## config.mk

```make
export PLATFORM = sky130hd
export DESIGN_NAME = life_grid_generation_step_core
export DESIGN_NICKNAME = d
export VERILOG_FILES = /design/src/hdl/lgs_pkg.sv /design/src/hdl/lgs_row_cell.sv /design/src/hdl/lgs_rule.sv /design/src/hdl/life_grid_generation_step_core.sv
export SDC_FILE = /design/constraint.sdc
export NUM_CORES = 1
export LEC_CHECK = 0
export BUFFER_PORTS_ARGS = -buffer_cell sky130_fd_sc_hd__buf_2
export CAP_MARGIN = 20
export CORE_UTILIZATION = 55
export DETAILED_ROUTE_END_ITERATION = 8
export HOLD_SLACK_MARGIN = 0.05
export PLACE_DENSITY = 0.72
export SETUP_SLACK_MARGIN = 0.15
export SYNTH_ARGS = -nofsm -noshare
export SYNTH_HDL_FRONTEND = slang
export SYNTH_SLANG_ARGS = --single-unit
```

## constraint.sdc

```tcl
create_clock -name i_clk -period 12.6 [get_ports i_clk]
set_clock_uncertainty 0.05 [all_clocks]
set_input_delay 2.52 -clock i_clk [delete_from_list [all_inputs] [get_ports i_clk]]
set_output_delay 2.52 -clock i_clk [all_outputs]
set_load 0.01 [all_outputs]
```

## src/hdl/lgs_pkg.sv

```systemverilog
// ----------------------------------------------------------------------------
// lgs_pkg
// Shared types and constants for the life grid generation step core.
// ----------------------------------------------------------------------------
`default_nettype none

package lgs_pkg;

    // Port field widths
    localparam int CMD_W   = 2;
    localparam int IDX_W   = 4;
    localparam int CELLS_W = 16;

    // Neighbor count: up to eight live neighbors
    localparam int NBR_W = 4;

    // Rule constants
    localparam logic [NBR_W-1:0] LIVE_KEEP  = NBR_W'(2);
    localparam logic [NBR_W-1:0] LIVE_BIRTH = NBR_W'(3);

    typedef enum logic [CMD_W-1:0] {
        CMD_WRITE = 2'd0,
        CMD_STEP  = 2'd1,
        CMD_READ  = 2'd2
    } t_cmd;

endpackage

`default_nettype wire

```

## src/hdl/lgs_row_cell.sv

```systemverilog
// ----------------------------------------------------------------------------
// lgs_row_cell
// One link of the row chain: holds one grid row, takes its neighbor's row
// on every shift.
// ----------------------------------------------------------------------------
`default_nettype none

module lgs_row_cell #(
    parameter int WIDTH = 16
) (
    input  wire logic             i_clk,
    input  wire logic             i_rst_n,
    input  wire logic             i_shift,
    input  wire logic [WIDTH-1:0] i_row,
    output logic      [WIDTH-1:0] o_row
);

    logic [WIDTH-1:0] r_row;
    logic [WIDTH-1:0] n_row;

    // Advance on shift, hold otherwise
    always_comb begin
        n_row = i_shift ? i_row : r_row;
    end

    always_ff @(posedge i_clk) begin
        if (!i_rst_n) begin
            r_row <= '0;
        end else begin
            r_row <= n_row;
        end
    end

    assign o_row = r_row;

endmodule

`default_nettype wire

```

## src/hdl/lgs_rule.sv

```systemverilog
// ----------------------------------------------------------------------------
// lgs_rule
// Next generation of one row from the rows above, itself and below.
// ----------------------------------------------------------------------------
`default_nettype none

module lgs_rule
    import lgs_pkg::*;
#(
    parameter int WIDTH = 16
) (
    input  wire logic [WIDTH-1:0] i_above,
    input  wire logic [WIDTH-1:0] i_row,
    input  wire logic [WIDTH-1:0] i_below,
    output logic      [WIDTH-1:0] o_row
);

    // Pad a dead column on each side; column c sits at padded index c+1
    logic [WIDTH+1:0] w_a;
    logic [WIDTH+1:0] w_m;
    logic [WIDTH+1:0] w_b;

    assign w_a = {1'b0, i_above, 1'b0};
    assign w_m = {1'b0, i_row,   1'b0};
    assign w_b = {1'b0, i_below, 1'b0};

    for (genvar c = 0; c < WIDTH; c++) begin : g_col
        logic [NBR_W-1:0] w_cnt;

        assign w_cnt = NBR_W'(w_a[c]) + NBR_W'(w_a[c+1]) + NBR_W'(w_a[c+2])
                     + NBR_W'(w_m[c])                    + NBR_W'(w_m[c+2])
                     + NBR_W'(w_b[c]) + NBR_W'(w_b[c+1]) + NBR_W'(w_b[c+2]);

        assign o_row[c] = (w_cnt == LIVE_BIRTH) || (i_row[c] && (w_cnt == LIVE_KEEP));
    end

endmodule

`default_nettype wire

```

## src/hdl/life_grid_generation_step_core.sv

```systemverilog
// ----------------------------------------------------------------------------
// life_grid_generation_step_core
// A new item is taken only after the sweep of the last one has ended; every
// command makes one full rotation of the HEIGHT-long row chain, one row per
// cycle past the rule unit.
// A stalled result holds the sweep on its last row until the slot frees.
// Reset: synchronous, active low; clears the grid to dead, drops any item.
// ----------------------------------------------------------------------------
`default_nettype none

module life_grid_generation_step_core
    import lgs_pkg::*;
#(
    parameter int WIDTH  = 16,
    parameter int HEIGHT = 16
) (
    input  wire logic               i_clk,
    input  wire logic               i_rst_n,

    input  wire logic               i_in_valid,
    output logic                    o_in_stall,
    input  wire logic [CMD_W-1:0]   i_cmd,
    input  wire logic [IDX_W-1:0]   i_row_index,
    input  wire logic [CELLS_W-1:0] i_row_cells,

    output logic                    o_out_valid,
    input  wire logic               i_out_stall,
    output logic [CELLS_W-1:0]      o_row_value,
    output logic                    o_was_read
);

    // Sweep counter: it also names the row that sits in the head cell
    localparam int CNT_W     = $clog2(HEIGHT);
    localparam int CMP_W     = (CNT_W > IDX_W) ? CNT_W : IDX_W;
    localparam logic [CNT_W-1:0] CNT_LAST = CNT_W'(HEIGHT - 1);

    // ------------------------------------------------------------------
    // Control and item registers
    // ------------------------------------------------------------------
    logic               r_busy;
    logic [CNT_W-1:0]   r_cnt;
    t_cmd               r_cmd;
    logic [IDX_W-1:0]   r_idx;
    logic [CELLS_W-1:0] r_wr_cells;
    logic [WIDTH-1:0]   r_rd_val;
    logic [WIDTH-1:0]   r_prev;

    logic               r_out_valid;
    logic [CELLS_W-1:0] r_row_value;
    logic               r_was_read;

    logic               w_accept;
    logic               w_last;
    logic               w_adv;
    logic               w_hit;
    logic [WIDTH-1:0]   w_wr_row;
    logic [WIDTH-1:0]   w_below;
    logic [WIDTH-1:0]   w_new_row;
    logic [WIDTH-1:0]   w_tail;
    logic [WIDTH-1:0]   n_rd_val;
    logic [CELLS_W-1:0] w_rd_out;

    logic [WIDTH-1:0]   w_rows [HEIGHT];

    // Take a new item only while no sweep runs
    assign o_in_stall = r_busy;
    assign w_accept   = i_in_valid && !r_busy;

    assign w_last = (r_cnt == CNT_LAST);

    // Hold the whole chain on the final cycle while the result slot is
    // still full and stalled downstream
    assign w_adv = r_busy && !(w_last && r_out_valid && i_out_stall);

    // Row index beyond the grid never matches the counter
    assign w_hit = (CMP_W'(r_idx) == CMP_W'(r_cnt));

    // Fit the port row to the grid width: drop or zero-fill columns
    for (genvar c = 0; c < WIDTH; c++) begin : g_wr_map
        if (c < CELLS_W) begin : g_in
            assign w_wr_row[c] = r_wr_cells[c];
        end else begin : g_zero
            assign w_wr_row[c] = 1'b0;
        end
    end

    // ------------------------------------------------------------------
    // Row chain: cell k hands its row to cell k-1 on each advance; the
    // head row leaves cell 0 and the tail cell takes the processed row
    // ------------------------------------------------------------------
    for (genvar k = 0; k < HEIGHT; k++) begin : g_chain
        logic [WIDTH-1:0] w_feed;

        if (k == HEIGHT - 1) begin : g_tail
            assign w_feed = w_tail;
        end else begin : g_link
            assign w_feed = w_rows[k+1];
        end

        lgs_row_cell #(
            .WIDTH (WIDTH)
        ) u_cell (
            .i_clk   (i_clk),
            .i_rst_n (i_rst_n),
            .i_shift (w_adv),
            .i_row   (w_feed),
            .o_row   (w_rows[k])
        );
    end

    // During a step cell 1 still holds the old row below the head, except
    // on the last row where new row 0 has wrapped around: treat as dead
    assign w_below = w_last ? '0 : w_rows[1];

    lgs_rule #(
        .WIDTH (WIDTH)
    ) u_rule (
        .i_above (r_prev),
        .i_row   (w_rows[0]),
        .i_below (w_below),
        .o_row   (w_new_row)
    );

    // Pick what re-enters the chain at the tail
    always_comb begin
        w_tail   = w_rows[0];
        n_rd_val = r_rd_val;
        case (r_cmd)
            CMD_WRITE: begin
                if (w_hit) begin
                    w_tail = w_wr_row;
                end
            end
            CMD_STEP: begin
                w_tail = w_new_row;
            end
            CMD_READ: begin
                if (w_hit) begin
                    n_rd_val = w_rows[0];
                end
            end
            default: begin
                w_tail = w_rows[0];
            end
        endcase
    end

    // Fit the grid row back to the port width
    for (genvar b = 0; b < CELLS_W; b++) begin : g_rd_map
        if (b < WIDTH) begin : g_out
            assign w_rd_out[b] = n_rd_val[b];
        end else begin : g_zero
            assign w_rd_out[b] = 1'b0;
        end
    end

    // ------------------------------------------------------------------
    // Sequencing
    // ------------------------------------------------------------------
    always_ff @(posedge i_clk) begin
        if (!i_rst_n) begin
            r_busy <= 1'b0;
            r_cnt  <= '0;
        end else if (w_accept) begin
            r_busy <= 1'b1;
            r_cnt  <= '0;
        end else if (w_adv) begin
            r_busy <= !w_last;
            r_cnt  <= w_last ? '0 : r_cnt + 1'b1;
        end
    end

    // Item payload; the above-row register starts dead for row 0
    always_ff @(posedge i_clk) begin
        if (w_accept) begin
            r_cmd      <= t_cmd'(i_cmd);
            r_idx      <= i_row_index;
            r_wr_cells <= i_row_cells;
            r_rd_val   <= '0;
            r_prev     <= '0;
        end else if (w_adv) begin
            r_rd_val   <= n_rd_val;
            r_prev     <= w_rows[0];
        end
    end

    // Result register: load at the end of a sweep, drop when taken
    always_ff @(posedge i_clk) begin
        if (!i_rst_n) begin
            r_out_valid <= 1'b0;
        end else if (w_adv && w_last) begin
            r_out_valid <= 1'b1;
        end else if (!i_out_stall) begin
            r_out_valid <= 1'b0;
        end
    end

    always_ff @(posedge i_clk) begin
        if (w_adv && w_last) begin
            r_row_value <= w_rd_out;
            r_was_read  <= (r_cmd == CMD_READ);
        end
    end

    assign o_out_valid = r_out_valid;
    assign o_row_value = r_row_value;
    assign o_was_read  = r_was_read;

    // ------------------------------------------------------------------
    // Assertions
    // ------------------------------------------------------------------
    a_accept_starts_sweep : assert property (
        @(posedge i_clk) disable iff (!i_rst_n)
        w_accept |=> (r_busy && r_cnt == '0)
    ) else $error("accepted item did not start a sweep");

    a_counter_advances : assert property (
        @(posedge i_clk) disable iff (!i_rst_n)
        (w_adv && !w_last) |=> (r_busy && r_cnt == CNT_W'($past(r_cnt) + 1'b1))
    ) else $error("sweep counter skipped or stopped");

    a_result_at_sweep_end : assert property (
        @(posedge i_clk) disable iff (!i_rst_n)
        $rose(r_out_valid) |-> $past(r_busy && w_last)
    ) else $error("result loaded outside the last sweep cycle");

    a_nonread_zero : assert property (
        @(posedge i_clk) disable iff (!i_rst_n)
        (r_out_valid && !r_was_read) |-> (r_row_value == '0)
    ) else $error("non-read result carries row data");

    a_held_chain_when_full : assert property (
        @(posedge i_clk) disable iff (!i_rst_n)
        (r_busy && w_last && r_out_valid && i_out_stall) |=> (r_busy && w_last)
    ) else $error("sweep finished while result slot was blocked");

endmodule

`default_nettype wire

```

## Word level (Yosys, flattened, before mapping)

Cells that the tools add are included.

| storage, ports and cells | value |
|---|---|
| register bits | 333 |
| input bits | 26 |
| output and inout bits | 19 |
| logic and storage cells | 223 |

| operators by class | value |
|---|---|
| $add $sub $neg | 106 |
| eq/ne operators | 37 |
| multiplexer cells | 10 |
| bitwise operators | 1 |
| reductions and logical operators | 43 |

Operators with widths:

| kind | count |
|---|---|
| adder 4 x 1 -> 4 bit | 90 |
| equality test 4 x 2 -> 1 bit (second input constant) | 32 |
| two-way mux 16 bit | 4 |
| one-hot mux 16 bit (2 select lines) | 1 |
| adder 1 x 1 -> 2 bit | 15 |
| logical AND 1 bit | 21 |
| logical OR 1 bit | 16 |
| adder 4 x 1 -> 4 bit (second input constant) | 1 |
| equality test 4 bit | 1 |
| equality test 4 bit (second input constant) | 1 |
| two-way mux 1 bit | 4 |
| two-way mux 4 bit | 1 |
| logical NOT 1 bit | 3 |
| equality test 2 x 1 -> 1 bit (second input constant) | 1 |
| equality test 2 bit (second input constant) | 1 |
| logical NOT 2 bit | 1 |
| inequality test 2 x 1 -> 1 bit (second input constant) | 1 |
| nonzero test 2 bit | 1 |
| OR reduction 2 bit | 1 |
| inverter 1 bit | 1 |

## Depth between registers and ports, before layout

Gate-level depths: netlist of the first run.

| depth | value |
|---|---|
| depth in word-level cells | 11 |
| mapped depth | 16 |
| depth with buffers taken out | 14 |

## Cells and area by module

Synthesis of the first run repeated with hierarchy kept, for this count alone.

| second synthesis, totals | value |
|---|---|
| cell total of the unflattened synthesis | 1376 |
| area total of the unflattened synthesis | 15686.3 sq um |

By module, submodules not included:

| module | times used | cells each | area each (sq um) | seq. area each (sq um) |
|---|---|---|---|---|
| lgs_row_cell | 16 | 51 | 615.6 | 320.3 |
| life_grid_generation_step_core | 1 | 279 | 3309.4 | 1931.9 |
| lgs_rule | 1 | 281 | 2527.4 | 0.0 |

## Worst setup path before layout of the first run

Ideal clock, no wire load.

| path | value |
|---|---|
| path type | register to register |
| start | reg r_cnt[0] |
| end | reg g_chain[15].u_cell.r_row[11] |
| arrival | 3.882 ns |
| required time | 12.492 ns |
| setup slack | 8.610 ns |
| stages on the path, launching flop included | 17 |
| cells stage by stage | dfxtp_1 -> ha_1 -> nand3_2 -> clkbuf_1 -> clkbuf_1 -> nand2_1 -> fa_1 -> inv_1 -> xnor2_1 -> ha_1 -> a31oi_1 -> fa_1 -> or3b_2 -> a2111oi_0 -> o21ai_0 -> o211ai_1 -> o211a_1 |

| on the way | value |
|---|---|
| word-level cells in the longest chain between the ends | 9 |

Ends and longest elaborated chain:

| item | RTL line | RTL |
|---|---|---|
| start: declaration | life_grid_generation_step_core.sv:41 | `logic [CNT_W-1:0] r_cnt;` |
| start signal: assignment | life_grid_generation_step_core.sv:169 | `r_cnt <= w_last ? '0 : r_cnt + 1'b1;` |
| equality test 4 bit | life_grid_generation_step_core.sv:69 | `assign w_last = (r_cnt == CNT_LAST);` |
| two-way mux 16 bit | life_grid_generation_step_core.sv:113 | `assign w_below = w_last ? '0 : w_rows[1];` |
| adder 4 x 1 -> 4 bit (3 in a row) | lgs_rule.sv:32 | `+ NBR_W'(w_b[c]) + NBR_W'(w_b[c+1]) + NBR_W'(w_b[c+2]);` |
| equality test 4 x 2 -> 1 bit | lgs_rule.sv:34 | `assign o_row[c] = (w_cnt == LIVE_BIRTH) \|\| (i_row[c] && (w_cnt == LIVE_KEEP));` |
| logical AND 1 bit | lgs_rule.sv:34 |  |
| logical OR 1 bit | lgs_rule.sv:34 |  |
| one-hot mux 16 bit (2 select lines) | life_grid_generation_step_core.sv:128 | `case (r_cmd)` |
| end signal: assignment | lgs_row_cell.sv:30 | `r_row <= n_row;` |
| end: declaration | lgs_row_cell.sv:18 | `logic [WIDTH-1:0] r_row;` |

Parallel ways exist; a longest one is shown, timed or not.
A chain may end at the register's enable or synchronous reset.

## Worst setup path in the final report of the first run

| path | value |
|---|---|
| start | in i_out_stall |
| end | reg g_chain[15].u_cell.r_row[1] |

| on the way | value |
|---|---|
| word-level cells in the longest chain between the ends | 3 |

Ends and longest elaborated chain:

| item | RTL line | RTL |
|---|---|---|
| start: declaration | life_grid_generation_step_core.sv:27 | `input wire logic i_out_stall,` |
| logical AND 1 bit | life_grid_generation_step_core.sv:73 | `assign w_adv = r_busy && !(w_last && r_out_valid && i_out_stall);` |
| logical NOT 1 bit | life_grid_generation_step_core.sv:73 |  |
| logical AND 1 bit | life_grid_generation_step_core.sv:73 |  |

Every way passes these cells.

==> results by stage, run 1 <==
Power:
- The peak ir drop on the vdd network is 81.2 uV.
- The portion of total power attributed to the clock network is 46.4%.
- The share of total power in sequential cells is 49.7%.
- The overall power is 2.19 mW.
- Internal power comes to 1.71 mW.
- The combinational cell fraction of total power is 3.9%.
- The analysis attributes to net switching a power of 0.484 mW.
- In this run the static leakage power is 6.03 nW.
- The fraction of power spent switching nets is 22.1%.
- In this run the power density over the cells is 132 mW/mm2.

Setup path:
- Walking the worst path, the cells encountered are buf_2, nand2_1, o21a_4, buf_4, buf_4, buf_4, o41ai_1, a221oi_1, nor2_1.
- The buffering stage count on the worst path with inverters included is 4.
- For the worst setup path, the data arrival time is 5.96 ns.
- The type of element launching the critical path is an input pin.
- Along the worst path, the maximum fanout reaches 92.
- For the worst setup path, the data required time is 12.95 ns.
- The kind of cell with the highest combined delay on the critical path is buffers and inverters.
- The worst stage delay on the critical path is 0.80 ns.
- The dominant cell type by count on the critical path is buf_4.
- The setup path with the least slack is of type in -> reg.
- The cell with the biggest individual delay on the critical path is buf_4.
- The nature of the critical path endpoint is a flip-flop.

Global routing:
- The global-route wire length before repair is 49,400 um.
- Summed over all layers, the global routing overflow is 0.
- The total routing usage reported by global routing is 20.9%.
- Entering global routing, the biggest net connects 240 pins.
- The number of global-route vias before repair came to 10,400.
- The number of antenna violations at the first check in global routing is 0.

Drt:
- In the routed design, unresolved DRC markers number 0.
- The count of nets left with antenna violations once routing finished came out at 0.
- After the first detailed-routing iteration, the DRC count stood at 858.
- In the routed layout, each cell is associated on average with a via count of 5.25.
- The wire length after detailed routing is 28,500 um.
- The length of the first detailed-routing pass in iterations is 5.
- The routed layout has 10,800 vias.
- The average routed wire per standard cell is 13.8 um.

STA:
- The relative max-transition margin is 23.8%.
- The timing-limited maximum frequency is 178 MHz.
- The number of setup violations in the final report is 0.
- The count of endpoints failing hold in the final timing report is 0.
- The slew at the pin with the worst max-slew slack is 1.14 ns.
- The ratio of final minimum period to clock period is 44.6%.
- The max-slew violation count is 0.
- Setup repair after global routing left no endpoint under its margin.
- For the final routed database, the setup TNS stands at 0 ns.
- The time the final worst path needs with I/O delays and setup is 5.61 ns.

Yosys:
- Summing every instance area after synthesis gives 0.0152 mm2.
- The average footprint of a synthesized cell is 8.85 um2.
- The async set-or-reset flop fraction in the synthesized netlist is 0%.
- The cell count after synthesis is 1,712.
- In the synthesized netlist the dominant register cell turns out to be dfxtp_1.
- The sequential fraction of the synthesis area is 46.6%.
- After synthesis, the netlist uses 48 different library cells.
- The yosys synthesis warning count is 0.
- The number of synthesized flops with an enable pin is 39.
- Counting flops and latches in the post-synthesis netlist gives 333.
- The synthesized net count is 1,845.

Clock network:
- The tree is rooted in a clkbuf_16.
- The number of buffers created by CTS is 35.
- Gates resized during post-CTS repair numbered 0.
- After clock tree synthesis, the clock-pin slew on the worst setup and hold paths is 0.06 ns.
- The clock tree buffer depth is 3.
- The buffers inserted during post-CTS setup optimization is 0.
- The clock reaches the later pin of the worst-skew pair after 0.52 ns.
- CTS built an H-tree with a depth of 2.
- The number of buffers added to fix hold violations after cts is 0.
- Counting every sink on the clock net gives 333.
- The clock tree from TritonCTS is built.

Floorplanning:
- Pin placement for this block handled 45 I/O pins.
- The starting density of the core is 56.1%.
- The die area is 0.0282 mm2.
- The die span in x is 168 um.
- The die is 168 um tall.
- The core footprint is 0.0270 mm2.
- The initialized floorplan defines 60 standard-cell rows.

Layout:
- The total inserted antenna cells is 0.
- The filler cells instantiated in the layout total 2,266.
- In the final layout, the multi-input gates occupy 0.00720 mm2.
- The sequential cells in the finished layout cover a total of 0.00706 mm2.
- Relative to the synthesized area, the layout overhead comes to 9.44%.
- The post-route netlist has 7.15% of its cells at a drive strength greater than 1.
- In the final design database the tool counted 1,827 nets.

Placed design:
- Routability-driven placement finished with a final weighted congestion of 0.867.
- Summed over all nets, the half-perimeter wirelength after detailed placement is 17,600 um.
- The number of buffers inserted by port buffering is 44.

Run:
- The max-capacitance violation count is 0.

Min path:
- The class of the worst hold path is reg -> reg.

Run status:
- The run finished with clean final reports.
-- cell usage after synthesis (all sizes together), types with 4 or more instances --
cell | number | share of area (%)
mux2i | 12 | 0.79
o41ai | 7 | 0.40
ha | 54 | 4.5
nand2 | 564 | 14
nor2b | 9 | 0.37
edfxtp | 39 | 7.7
nor3 | 4 | 0.13
a31oi | 10 | 0.41
nor2 | 33 | 0.82
nand2b | 6 | 0.25
buf | 51 | 1.7
a211oi | 4 | 0.20
a21oi | 9 | 0.30
fa | 53 | 7.0
o21ai | 69 | 2.3
nand3 | 19 | 0.66
dfxtp | 294 | 39
xor2 | 11 | 0.64
inv | 117 | 2.9
a221oi | 9 | 0.52
a21boi | 242 | 12
clkbuf | 56 | 1.4
-- power groups by stage --
| stage | sequential, mW | combinational, mW | clock, mW |
|---|---|---|---|
| 6_report | 1.09 | 0.0848 | 1.02 |
| 5_1_grt | 1.09 | 0.0930 | 1.09 |
| 4_1_cts | 1.09 | 0.0854 | 1.04 |
| 3_5_place_dp | 1.11 | 0.0854 | 0 |
| 3_3_place_gp | 1.11 | 0.0848 | 0 |
| 2_1_floorplan | 1.11 | 0.0668 | 0 |
-- cells in the final DEF (no fill, tap or decap), types with 18 or more instances in the layout --
cell / count
clkbuf_16: 35
buf_2: 43
fa_1: 53
edfxtp_1: 39
nor2_1: 33
a21boi_0: 242
ha_1: 54
nand3_1: 18
dfxtp_1: 294
o21ai_0: 67
inv_1: 117
nand2_1: 564
-- cell type report --
class                           instances  area share, %
Clock buffer                           47           6.04
Clock inverter                         17          0.951
Inverter                              117           2.65
Multi-Input combinational cell       1155           43.4
Sequential cell                       333           42.5
Tap cell                              341           2.57
Timing Repair Buffer                   52           1.80
-- sequential cells by signal, summed over array words and instances (netlist names), 2 cells and up --
name,count
r_prev,16
r_cmd,2
r_wr_cells,16
r_idx,4
r_rd_val,16
o_row_value,16
g_chain.u_cell.o_row,256
r_cnt,4
-- metrics by stage --
step	cells	setup WS, ns	cell area [um2]	hold slack (ns)	util [%]
2_1_floorplan	1712	8.61	15200	0.382	-
3_3_place_gp	1998	6.48	15400	0.390	57.1
3_5_place_dp	1998	6.47	15400	0.400	57.1
4_1_cts	2062	7.00	16600	0.410	61.4
5_1_grt	2062	6.70	16600	0.429	61.4
6_report	2062	6.99	16600	0.408	61.4
-- cells by family (layout without fill, tap and decap cells) --
group / count (synthesis) / after routing / share of synthesized area, %
AO/OA/AOI/OAI: 369 / 369 / 17.2
XOR/XNOR: 14 / 14 / 0.809
adder cells (fa/ha/maj): 107 / 107 / 11.5
buffers and inverters: 224 / 233 / 6.02
flip-flops: 333 / 333 / 46.6
multiplexers: 13 / 13 / 0.867
AND/OR/NAND/NOR: 652 / 652 / 17.1
-- worst paths after layout --
check,cells after the start,slack [ns],to,from
worst max-delay path,9,6.99,g_chain[15].u_cell.o_row[1],i_out_stall
worst min register to register,2,0.41,r_rd_val[8],r_rd_val[8]
worst max register to register,14,8.02,g_chain[15].u_cell.o_row[11],r_cnt[0]
worst min-delay path,2,0.41,r_rd_val[8],r_rd_val[8]
-- tightest hold or removal path: cells and delay by family, from the launching register on --
| kind | cells | cell delay (ns) |
|---|---|---|
| flip-flops | 1 | 0.31 |
| AO/OA/AOI/OAI | 1 | 0.06 |
| AND/OR/NAND/NOR | 1 | 0.05 |
-- layer usage --
layer  vias up  routed length, um  part of all wire [%]  GRT usage (%)
met2       175              12500                    44           32.5
li1       5517                  -                     -              -
met3        46               1090                   3.8           3.48
met4         0                612                   2.1           6.14
met5         -                  0                     0              0
met1      5081              14300                    50           30.0
Note: power is estimated with default switching activity, not from simulation.
==> run 2: changes to the inputs <==
PLACE_DENSITY = 0.75   (was 0.72)
clock period = 4.9 ns   (was 12.6 ns; I/O delays follow)
==> results by stage, run 2 (synthesized netlist as in run 1, its figures left out) <==
Global routing:
- The remaining global-route overflow came to 0 (unchanged).
- The pin count of the biggest net entering global routing was 167 (-30%).
- The global-route wire length before repair is 49,000 um (-0.67%).
- The total routing usage reported by global routing is 20.8% (-0.10 points).
- The number of global-route vias before repair came to 10,200 (-1.8%).
- The number of antenna violations at the first check in global routing is 0 (unchanged).

Setup path:
- The required time reported for the critical path endpoint is 5.32 ns (-7.63 ns).
- The depth of the worst register-to-register path is 14 (unchanged).
- The type of the setup path with the least slack is reg -> reg.
- The nature of the critical path endpoint is a flip-flop.
- The startpoint of the most critical register-to-register path is r_prev[10].
- STA classifies the critical path startpoint as a flip-flop.
- In this run the critical register-to-register path is captured at g_chain[15].u_cell.o_row[10].
- The worst-path maximum fanout is 4 (-96%).
- The data arrival time of the critical path is 4.34 ns (-1.62 ns).
- The flop-to-flop setup slack was 0.97 ns (-7.05 ns).

Layout:
- The total inserted antenna cells is 0 (unchanged).
- Leaving out fill and tap cells, the most frequent cell in the layout is nand2_1.
- The share of final-layout standard cells stronger than drive strength 1 is 7.02% (-0.13 points).
- The final standard cell area without fillers is 0.0166 mm2 (+0.34%).
- The layout net count came to 1,830 (+0.16%).
- The number of inserted filler cells in the final layout is 2,295 (+1.3%).
- The area growth from synthesis to layout is 9.81%.
- The number of flip-flops under the largest register name is 256 (unchanged).
- In the layout the commonest cells are nand2_1 (564), dfxtp_1 (294), a21boi_0 (242).

Floorplanning:
- The chip height is 168 um (unchanged).
- The die area is 0.0282 mm2 (unchanged).
- The row count is 60 (unchanged).
- The core footprint is 0.0270 mm2 (unchanged).
- The number of ports placed on the die boundary is 45 (unchanged).
- The starting density of the core is 56.1% (unchanged).
- The die span in x came to 168 um (unchanged).

STA:
- For this run, the top clock speed supported by timing is 255 MHz.
- The count of endpoints failing hold in the final timing report came to 0 (unchanged).
- In the finished design, the share of the clock period the worst path needs comes to 80.1%.
- Setup repair after global routing left no endpoint under its margin.
- The final setup TNS is 0 ns (unchanged).
- The number of setup violations in the final report was 0 (unchanged).
- The slew at the pin with the worst max-slew slack was 1.15 ns (+0.0118 ns).
- The smallest clock period supported by the final layout is computed as 3.93 ns.
- The max-slew violation count came to 0 (unchanged).
- The relative max-transition margin is 23.0% (-0.79 points).

Min path:
- The number of instances on the worst hold path is 2 (unchanged).
- In this run the most critical hold path is launched from r_rd_val[8].
- The worst hold endpoint is r_rd_val[8].
- The path class of the tightest hold or removal check is reg -> reg.

Clock network:
- The number of gates given a new drive strength after cts is 0 (unchanged).
- TritonCTS built the clock tree.
- The register clock-pin slew on the reported worst setup and hold paths is 0.06 ns (about the same).
- The clock tree buffer depth came to 3 (unchanged).
- The tree is rooted in a clkbuf_16.
- The clock latency of the later-clocked register in the worst-skew pair was 0.53 ns (about the same).
- The TritonCTS sink count is 333 (unchanged).
- The number of buffers added to fix hold violations after cts is 0 (unchanged).
- The H-tree depth reported by CTS was 2 (unchanged).
- The number of buffers created by CTS is 35 (unchanged).
- The buffers inserted during post-CTS setup optimization was 0 (unchanged).

Drt:
- The count of unresolved DRC violations after routing is 0 (unchanged).
- The wire length after detailed routing is 28,700 um (+0.62%).
- The total number of vias is 10,800 (+0.10%).
- The length of the first detailed-routing pass in iterations was 5 (unchanged).
- The via count normalized by instance count is 5.24 (about the same).
- The initial DRC count is 902 (+5.1%).
- The residual antenna-violating net count after detailed routing was 0 (unchanged).
- The average routed wire per standard cell is 13.9 um (+0.48%).

Placed design:
- The routability congestion estimate came to 0.852 (-1.8%).
- The area after detailed placement was 0.0155 mm2 (+0.31%).
- The final HPWL from detailed placement is 18,100 um (+2.8%).
- The number of buffers inserted by port buffering is 44 (unchanged).

Power:
- The areal power density over the cells came to 340 mW/mm2 (+160%).
- The leakage power summed over all cells is 6.05 nW (+0.35%).
- The peak ir drop on the vdd network was 256 uV (+220%).

Run status:
- The run finished with clean final reports.

Run:
- The max-capacitance violation count came to 0 (unchanged).
## run 2: changes by cell type in the layout (fill, tap and decap cells not counted), sizes merged
cell | before | now
bufinv | 2 | 1
inv | 120 | 119
clkinv | 11 | 8
clkbuf | 47 | 53
buf | 52 | 55
clkinvlp | 1 | 0
## run 2: final cells by class
type,count,area (um2),share of cell area (%)
Timing Repair Buffer,55,347,2.08
Multi-Input combinational cell,1155,7200,43.3
Clock inverter,11,123,0.737
Clock buffer,53,1040,6.28
Tap cell,341,427,2.56
Inverter,117,439,2.64
Sequential cell,333,7060,42.4
## run 2: layer usage
| metal | up-vias | GRT usage [%] | wire length [um] |
|---|---|---|---|
| met3 | 53 | 2.99 | 1200 |
| met1 | 5056 | 29.9 | 14000 |
| met5 | - | 0 | 0 |
| li1 | 5531 | - | - |
| met2 | 190 | 32.3 | 12800 |
| met4 | 0 | 6.74 | 646 |
## run 2: worst max-delay path, cell delays in order, from the launching register on
cell	delay, ns
dfxtp_1	0.39
ha_1	0.26
inv_1	0.07
fa_1	0.44
fa_1	0.51
inv_1	0.06
xnor2_1	0.16
ha_1	0.16
a31oi_1	0.06
fa_1	0.41
or3b_2	0.45
a2111oi_0	0.41
o21ai_0	0.16
o211ai_1	0.11
o211a_1	0.17
## run 2: how the worst max path moves through the flow
stage | start | to
2_1_floorplan | r_cnt[0] | g_chain[15].u_cell.o_row[11]
3_3_place_gp | r_cnt[0] | g_chain[15].u_cell.o_row[5]
3_5_place_dp | r_cnt[0] | g_chain[15].u_cell.o_row[3]
4_1_cts | r_cnt[0] | g_chain[15].u_cell.o_row[5]
5_1_grt | r_cnt[0] | g_chain[15].u_cell.o_row[5]
6_report | r_prev[10] | g_chain[15].u_cell.o_row[10]
## run 2: power by group
group / total (mW) / internal, mW / switching (mW)
clock: 2.63 / 1.55 / 1.08
sequential: 2.80 / 2.78 / 0.0205
combinational: 0.221 / 0.0627 / 0.158
total: 5.66 / 4.39 / 1.26
## run 2: stage by stage
stage / hold slack [ns] / instances / utilization, % / power, mW / setup slack [ns]
after floorplan: 0.382 / 1712 / - / 3.03 / 0.910
after global placement: 0.390 / 2001 / 57.3 / 3.09 / 1.12
after detailed placement: 0.403 / 2001 / 57.3 / 3.09 / 1.00
after CTS: 0.411 / 2065 / 61.6 / 5.71 / 0.969
after global routing: 0.422 / 2065 / 61.6 / 5.85 / 0.703
final: 0.408 / 2065 / 61.6 / 5.66 / 0.973
